File: src/hdl/blsr_pkg.sv
// Shared types, sizes and ring-index helper for the bounded list search block.
package blsr_pkg;

  localparam int DEPTH   = 16;
  localparam int IDX_W   = (DEPTH > 1) ? $clog2(DEPTH) : 1;
  localparam int CNT_W   = $clog2(DEPTH + 1);
  localparam int VAL_W   = 32;
  localparam int CMD_W   = 3;
  localparam int NC_W    = 5;
  localparam int OUT_W   = 8;

  typedef enum logic [CMD_W-1:0] {
    CMD_INS_FRONT = 3'd0,
    CMD_INS_END   = 3'd1,
    CMD_COUNT     = 3'd2,
    CMD_SEARCH    = 3'd3,
    CMD_REVERSE   = 3'd4
  } cmd_t;

  typedef enum logic {
    ST_IDLE = 1'b0,
    ST_SCAN = 1'b1
  } state_t;

  // Ring slot of base + off, both below DEPTH.
  function automatic logic [IDX_W-1:0] ring_slot(input logic [IDX_W-1:0] base,
                                                 input logic [IDX_W-1:0] off);
    logic [IDX_W:0] sum;
    sum = {1'b0, base} + {1'b0, off};
    if (sum >= (IDX_W+1)'(DEPTH)) begin
      sum = sum - (IDX_W+1)'(DEPTH);
    end
    return sum[IDX_W-1:0];
  endfunction

endpackage

File: src/hdl/bounded_list_search_reverse.sv
// Bounded ring-buffer list with insert front/end, count, linear search and reverse.
// Insert, count, reverse and unknown commands, and a search of an empty list, give their
// word the cycle after acceptance; a search reads entries in order and stops on a hit.
// Throughput: one word per cycle unless the output stalls; a search holds off input while
// it reads one entry a cycle. Reset (rst_n low, synchronous) empties the list and clears
// the reverse flag and the pending output word; entry memory contents are not cleared.
module bounded_list_search_reverse (
  input  logic                        clk,
  input  logic                        rst_n,
  input  logic                        in_tvalid,
  output logic                        in_tready,
  input  logic [blsr_pkg::VAL_W-1:0]  in_tdata,   // [31:0] item_value
  input  logic [blsr_pkg::CMD_W-1:0]  in_tuser,   // [2:0] cmd
  output logic                        out_tvalid,
  input  logic                        out_tready,
  output logic [blsr_pkg::OUT_W-1:0]  out_tdata   // [0] found, [5:1] node_count,
                                                  // [6] full_drop, [7] zero
);

  localparam int IDX_W = blsr_pkg::IDX_W;
  localparam int CNT_W = blsr_pkg::CNT_W;
  localparam int VAL_W = blsr_pkg::VAL_W;
  localparam int NC_W  = blsr_pkg::NC_W;

  logic [VAL_W-1:0] mem [blsr_pkg::DEPTH];

  blsr_pkg::state_t  state_r, state_nxt;
  logic [IDX_W-1:0]  front_r;
  logic [CNT_W-1:0]  total_r;
  logic              rev_r;
  logic [VAL_W-1:0]  key_r;
  logic [CNT_W-1:0]  rd_idx_r;
  logic              cmp_vld_r;
  logic              last_r;
  logic [VAL_W-1:0]  rd_data_r;
  logic              out_valid_r;
  logic [blsr_pkg::OUT_W-1:0] out_data_r;

  logic              in_acc;
  blsr_pkg::cmd_t    cmd;
  logic              full;
  logic              phys_first;
  logic [IDX_W-1:0]  front_dec;
  logic [IDX_W-1:0]  tail_slot;
  logic [IDX_W-1:0]  scan_addr;
  logic              mem_we;
  logic [IDX_W-1:0]  mem_wa;
  logic              ins_ok;
  logic              start_scan;
  logic              issue;
  logic              scan_done;
  logic              load;
  logic              res_found;
  logic              res_drop;
  logic [CNT_W-1:0]  res_cnt;

  assign in_acc     = in_tvalid && in_tready;
  assign cmd        = blsr_pkg::cmd_t'(in_tuser);
  assign full       = (total_r == CNT_W'(blsr_pkg::DEPTH));
  assign phys_first = (cmd == blsr_pkg::CMD_INS_FRONT) != rev_r;
  assign front_dec  = (front_r == '0) ? IDX_W'(blsr_pkg::DEPTH - 1) : front_r - 1'b1;
  assign tail_slot  = blsr_pkg::ring_slot(front_r, total_r[IDX_W-1:0]);
  assign scan_addr  = blsr_pkg::ring_slot(front_r, rd_idx_r[IDX_W-1:0]);

  // Next state.
  always_comb begin
    state_nxt = state_r;
    case (state_r)
      blsr_pkg::ST_IDLE: begin
        if (start_scan) state_nxt = blsr_pkg::ST_SCAN;
      end
      blsr_pkg::ST_SCAN: begin
        if (scan_done) state_nxt = blsr_pkg::ST_IDLE;
      end
      default: state_nxt = blsr_pkg::ST_IDLE;
    endcase
  end

  // Outputs and datapath control.
  always_comb begin
    in_tready  = 1'b0;
    mem_we     = 1'b0;
    mem_wa     = tail_slot;
    ins_ok     = 1'b0;
    start_scan = 1'b0;
    issue      = 1'b0;
    scan_done  = 1'b0;
    load       = 1'b0;
    res_found  = 1'b0;
    res_drop   = 1'b0;
    res_cnt    = total_r;
    case (state_r)
      blsr_pkg::ST_IDLE: begin
        in_tready = !out_valid_r || out_tready;
        if (in_acc) begin
          case (cmd)
            blsr_pkg::CMD_INS_FRONT, blsr_pkg::CMD_INS_END: begin
              load = 1'b1;
              if (full) begin
                res_drop = 1'b1;
              end else begin
                ins_ok  = 1'b1;
                mem_we  = 1'b1;
                mem_wa  = phys_first ? front_dec : tail_slot;
                res_cnt = total_r + 1'b1;
              end
            end
            blsr_pkg::CMD_SEARCH: begin
              if (total_r != '0) begin
                start_scan = 1'b1;
              end else begin
                load = 1'b1;
              end
            end
            default: load = 1'b1;
          endcase
        end
      end
      blsr_pkg::ST_SCAN: begin
        issue     = rd_idx_r < total_r;
        res_found = cmp_vld_r && (rd_data_r == key_r);
        scan_done = res_found || (cmp_vld_r && last_r);
        load      = scan_done;
      end
      default: ;
    endcase
  end

  // Entry memory: one write port, one registered read port.
  always_ff @(posedge clk) begin
    if (mem_we) begin
      mem[mem_wa] <= in_tdata;
    end
    rd_data_r <= mem[scan_addr];
  end

  always_ff @(posedge clk) begin
    if (!rst_n) begin
      state_r     <= blsr_pkg::ST_IDLE;
      front_r     <= '0;
      total_r     <= '0;
      rev_r       <= 1'b0;
      rd_idx_r    <= '0;
      cmp_vld_r   <= 1'b0;
      out_valid_r <= 1'b0;
    end else begin
      state_r <= state_nxt;
      if (ins_ok) begin
        total_r <= total_r + 1'b1;
        if (phys_first) front_r <= front_dec;
      end
      if (in_acc && (cmd == blsr_pkg::CMD_REVERSE)) begin
        rev_r <= !rev_r;
      end
      // Advance the read pointer; the compare trails it through the registered read data.
      if (start_scan) begin
        rd_idx_r <= '0;
      end else if (issue) begin
        rd_idx_r <= rd_idx_r + 1'b1;
      end
      cmp_vld_r <= issue && !scan_done;
      if (load) begin
        out_valid_r <= 1'b1;
      end else if (out_tready) begin
        out_valid_r <= 1'b0;
      end
    end
  end

  always_ff @(posedge clk) begin
    if (start_scan) key_r <= in_tdata;
    last_r <= (rd_idx_r == total_r - 1'b1);
    if (load) begin
      out_data_r <= {1'b0, res_drop, NC_W'(res_cnt), res_found};
    end
  end

  assign out_tvalid = out_valid_r;
  assign out_tdata  = out_data_r;

endmodule

File: config.mk
export PLATFORM = sky130hd
export DESIGN_NAME = bounded_list_search_reverse
export DESIGN_NICKNAME = d
export VERILOG_FILES = /design/src/hdl/blsr_pkg.sv /design/src/hdl/bounded_list_search_reverse.sv
export SDC_FILE = /design/constraint.sdc
export NUM_CORES = 1
export LEC_CHECK = 0
export ABC_AREA = 1
export BUFFER_PORTS_ARGS = -buffer_cell sky130_fd_sc_hd__buf_4
export CAP_MARGIN = 20
export CORE_UTILIZATION = 36
export CTS_CLUSTER_SIZE = 30
export DETAILED_ROUTE_END_ITERATION = 7
export PLACE_DENSITY = 0.58
export SYNTH_ARGS = -nofsm -noshare
export SYNTH_HDL_FRONTEND = slang
export SYNTH_SLANG_ARGS = --single-unit
File: constraint.sdc
create_clock -name clk -period 9.4 [get_ports clk]
set_input_delay 0.94 -clock clk [delete_from_list [all_inputs] [get_ports clk]]
set_output_delay 0.94 -clock clk [all_outputs]
set_load 0.005 [all_outputs]
---- Word level (Yosys, flattened, before mapping) ----
Memories as Yosys holds them, arrays and structs flattened. A register that Yosys moved wholly into a read port is not among the register bits.
Index checks and enable logic that the tools add are counted.
word-level totals
  flip-flop bits (word level) ............. 58
  bits in latches ......................... 0
  bits in writable memories ............... 512
  bits in read-only memories .............. 0
  input port bits ......................... 39
  output and inout port bits .............. 10
  logic and storage cells ................. 88
  memories kept ........................... 1
cells by class
  $add $sub $neg .......................... 8
  $mul .................................... 0
  divide/modulo/power cells ............... 0
  $lt $le $gt $ge ......................... 3
  equality and inequality tests ........... 7
  shifts and indexed selects .............. 0
  muxes and demuxes ....................... 35
  bitwise logic cells ..................... 4
  reduce and logical (&&, ||, !) cells .... 18
memories
  memory  depth  width  read ports  clocked after Yosys merged registers in  write ports  line                               source
  mem     16     32     1           1                                        1            bounded_list_search_reverse.sv:25  logic [VAL_W-1:0] mem [blsr_pkg::DEPTH];
operators by type and width
  operator               number
  $eq A32 B32 Y1         1
  $mux W4                8
  $mux W1                21
  $mux W5                4
  $sub A4 B1 Y4 const B  3
  $add A4 B4 Y5          2
  $add A5 B1 Y5 const B  2
  $ge A5 B5 Y1 const B   2
  $eq A5 B5 Y1           1
  $eq A5 B5 Y1 const B   1
  $logic_and A1 B1 Y1    5
  $lt A5 B5 Y1           1
  $reduce_bool A5 Y1     1
  $sub A5 B1 Y5 const B  1
  $logic_not A4 Y1       1
  $not A1 Y1             4
  $pmux W1 S2            2
  $reduce_or A2 Y1       2
  $eq A3 B1 Y1 const B   1
  $eq A3 B2 Y1 const B   1
  $eq A3 B3 Y1 const B   1
  $logic_not A1 Y1       3
  $logic_not A3 Y1       1
  $reduce_or A3 Y1       1
  4 further kinds        5

---- Logic depth before layout (Yosys ltp) ----
  depth in word-level cells ............... 8
  gate-level depth with buffers ........... 14
  gate-level depth less buffers ........... 14

---- Least setup slack after synthesis ----
No wires, ideal clock.
  path kind ............................... input -> register
  from .................................... in out_tready
  to ...................................... mem mem[12][0], enable pin
  setup time .............................. 0.421 ns
  arrival ................................. 3.323 ns
  required time ........................... 8.979 ns
  slack ................................... 5.656 ns
  stages on the path ...................... 10
  path buffers ............................ 0
  cells stage by stage .................... inv_1 a21oi_2 nand2_2 clkinv_2 nand3_4 nor2_4 nor2_1 nor2_2 nand3_1 nor2_1
on the way
  cells in the longest elaborated chain, start to end .. 7
  elaborated cells between the ends (all ways) .. 9
  classes of those cells .................. mux (7); reduce/logical (2)
RTL lines
  what                           line                                source
  start: declaration             bounded_list_search_reverse.sv:15   input logic out_tready,
  $logic_or A1 B1 Y1 (*)         bounded_list_search_reverse.sv:94   in_tready = !out_valid_r || out_tready;
  $mux W1 (*)                    bounded_list_search_reverse.sv:92   case (state_r)
  net in_tready                  bounded_list_search_reverse.sv:11   output logic in_tready,
  $logic_and A1 B1 Y1 (*)        bounded_list_search_reverse.sv:57   assign in_acc = in_tvalid && in_tready;
  $mux W1                        bounded_list_search_reverse.sv:95   if (in_acc) begin
  $mux W1                        bounded_list_search_reverse.sv:92
  $mux W1                        bounded_list_search_reverse.sv:131  if (mem_we) begin
  $mux W1 (implied by the code)  bounded_list_search_reverse.sv:132  mem[mem_wa] <= in_tdata;
  end: declaration               bounded_list_search_reverse.sv:25
Mark *: on every way through the listed nets, which the timed path passes. The rest lies on a longest branch.

---- Worst setup path in the final report ----
  from .................................... reg front_r[0]
  to ...................................... reg rd_data_r[29] (read register of mem)
on the way
  cells in the longest elaborated chain, start to end .. 3
  elaborated cells between the ends (all ways) .. 4
  classes of those cells .................. add/sub (2); order compare (1); mux (1)
RTL lines
  what                                                  line                                source
  start: declaration                                    bounded_list_search_reverse.sv:28   logic [IDX_W-1:0] front_r;
  start signal: assignment                              bounded_list_search_reverse.sv:150  if (phys_first) front_r <= front_dec;
  $add A4 B4 Y5 (*)                                     blsr_pkg.sv:29                      sum = {1'b0, base} + {1'b0, off};
  $sub A4 B1 Y4 / $ge A5 B5 Y1 (equally long branches)  blsr_pkg.sv:31, blsr_pkg.sv:30
  $mux W4 (*)                                           blsr_pkg.sv:30                      if (sum >= (IDX_W+1)'(DEPTH)) begin
  end: declaration                                      bounded_list_search_reverse.sv:35   logic [VAL_W-1:0] rd_data_r;
Mark *: on every way between the ends. The rest lies on a longest branch, timed or not.
A chain may end at the register's enable or synchronous reset.

==> metrics <==
Post-Route Setup TNS 0 ps; Worst path top cell family by delay buffers and inverters; CP Max Fanout 89; port bufs 47; final slew viol count 0; CP cell instances ha_4 -> buf_4 -> buf_4 -> mux2i_1 -> o211ai_1 -> a21oi_1 -> a31oi_1; Synth cell types 44; critical path's slowest cell buf_4; Syn Inst Count 1,848; vias in the first global route 14,213; most common cell after layout, fill and taps aside edfxtp_1; Routed wire per std cell 20.68 µm; Root Buffer clkbuf_16; Hold Vio Cnt, Final 0; CTS Hold Bufs 0; count of final setup violators 0; post-layout worst setup margin 5456 ps; most frequent cells in the layout 551 x edfxtp_1, 206 x inv_1, 197 x o21ai_0; Most Frequent Cell on Critical Path buf_4; clk_lat worst skew 610 ps; clock tree buffer depth 3; GR peak layer met2; Initial Util 0.3644; Setup CP Type register to register; mean cell area of the mapped netlist 13.27 µm²; CP Capture Type register; Power Dens Cells between 150 and 200 nW/µm²; cell leakage power between 9 and 10 nW; Final HPWL DP between 30 and 40 mm; status finished clean; GRT overflow 0; max incr delay on CP 930 ps; Worst Max-Slew Pin Slew 1057 ps; syn nets about 1,900; Non-Filler Instances 2,816; initial antenna violation count 3; ANT cells 0; via count 14,298; Placed Cells between 2,000 and 3,000; min Tclk post-route 3944 ps; largest net degree at the start of global routing 94; Core ar. 67,280 µm²; layout cells sized above 1 0.1071; fin nets 1,950; Hold WS 540.2 ps; Setup Fix Bufs, Post-CTS 0; RSZ-0062 raised after global routing false; fin crit share 0.4196; violation count after the first detailed-route iteration 1,079; Post-synth ARST share 0; Netlist Area Pre-Place 24,520 µm²; post-synth top area cell edfxtp_1; die height approximately 260 µm; grt met2 use 0.2800; Post-Route WL 58.24 mm; H-tree levels 2; post-route clock skew 12.59 ps; synth top area cells edfxtp_1 67%, mux2i_1 5.2%, dfxtp_1 4.2%; GP Congestion 0.8167; TritonCTS clock tree done; Resize count post-CTS 0; Die Wd between 200 and 300 µm; fmax between 200 and 300 MHz; Area growth, synth to finish 13.35%; clock-pin slew of the registers on the worst-case setup and hold paths 60 ps; Worst Setup Start Kind register; worst slack at placement 5500 ps; DRC 0; via/cell ratio 5.077; # Max-Cap Violations 0; first-pass GRT wire length a little under 90 mm; EDFF count, synth 551; CP arrival 4380 ps; Die ar. 69,150 µm²; WP buf/inv 2; FP Rows 95; GR met1 Demand/Resource 0.2265; I/O Pins ~50; Initial DRT Pass Iterations 5; Synth warnings 0; required time of the worst setup path 9840 ps; Synth Register Bits 602; Peak VDD IR 0.1363 mV; Num CTS Buffers 60; max_slew headroom 0.2954; DRT antenna net count 0; post-synth top area share 0.6749; sequential element share of the synthesized area 0.7165; Tot GR Track Use 0.1674; min-delay worst type register to register; clock sinks 602; grt met3 use 0.02849; total power 5.480 mW; Post-synth top flop edfxtp_1
power by group:
part           switching [mW]  internal [mW]
logic                   0.135         0.0607
clock network           0.976           1.35
registers              0.0141           2.95
total                    1.12           4.36
Yosys cell counts (all sizes together) (6+ instances only):
library cell / instances
nor4: 6
nor2: 65
clkbuf: 45
nand4: 10
buf: 48
mux2i: 128
inv: 211
xnor2: 10
a21oi: 176
xor2: 15
nand2: 170
or2: 6
edfxtp: 551
o211ai: 65
dfxtp: 51
a31oi: 33
nand3: 18
ha: 16
o21ai: 204
through the flow:
step,area (µm²),utilization
6_report,27790,0.4131
3_3_place_gp,25860,0.3843
2_1_floorplan,24520,-
5_1_grt,27790,0.4131
3_5_place_dp,25860,0.3843
4_1_cts,27760,0.4127
kinds of logic (layout without fill, tap and decap cells):
kind of cell | after synthesis | in the layout | share of synthesized area
DFF | 602 | 602 | 0.7165
buffers and inverters | 305 | 400 | 0.05282
adders and majority gates | 18 | 18 | 0.009798
and+or+nand+nor | 280 | 280 | 0.04915
other | 1 | 1 | 0.0001530
AOI/OAI and AO/OA | 489 | 489 | 0.1098
muxes | 128 | 128 | 0.05226
xor gates and xnor gates | 25 | 25 | 0.009544
worst min-delay path: stages (launching register included):
cell,delay (ps)
dfxtp_1,360
nand2_1,80
a21oi_1,50
final timing paths:
| kind | end | from | cells past startpoint | slack [ps] |
|---|---|---|---|---|
| min reg2reg | front_r[1]$_SDFFE_PN0P_ | front_r[1]$_SDFFE_PN0P_ | 2 | 540 |
| max | rd_data_r[29]$_DFF_P_ | front_r[0]$_SDFFE_PN0P_ | 7 | 5460 |
| max reg2reg | rd_data_r[29]$_DFF_P_ | front_r[0]$_SDFFE_PN0P_ | 7 | 5460 |
| min | front_r[1]$_SDFFE_PN0P_ | front_r[1]$_SDFFE_PN0P_ | 2 | 540 |
layout make-up:
type,instances,area [µm²]
fill,6166,39490
sequential,602,17570
multi-input combinational,941,5833
clock buffer,86,1690
tap,873,1092
inverter,212,802.0
timing repair buffer,76,590.6
clock inverter,26,215.2
state kept, by name, indices dropped and copies added (netlist names):
| signal | count |
|---|---|
| total_r | 5 |
| state_r | 1 |
| rev_r | 1 |
| cmp_vld_r | 1 |
| out_tdata | 7 |
| rd_idx_r | 5 |
| mem | 512 |
| rd_data_r | 32 |
| front_r | 4 |
| last_r | 1 |
| out_tvalid | 1 |
| key_r | 32 |
routing by layer:
| layer | vias up | share of wire |
|---|---|---|
| met5 | - | 0.00052 |
| met3 | 78 | 0.054 |
| li1 | 6768 | - |
| met2 | 361 | 0.48 |
| met1 | 7087 | 0.45 |
| met4 | 4 | 0.018 |
(Power assumes the default switching activity.)
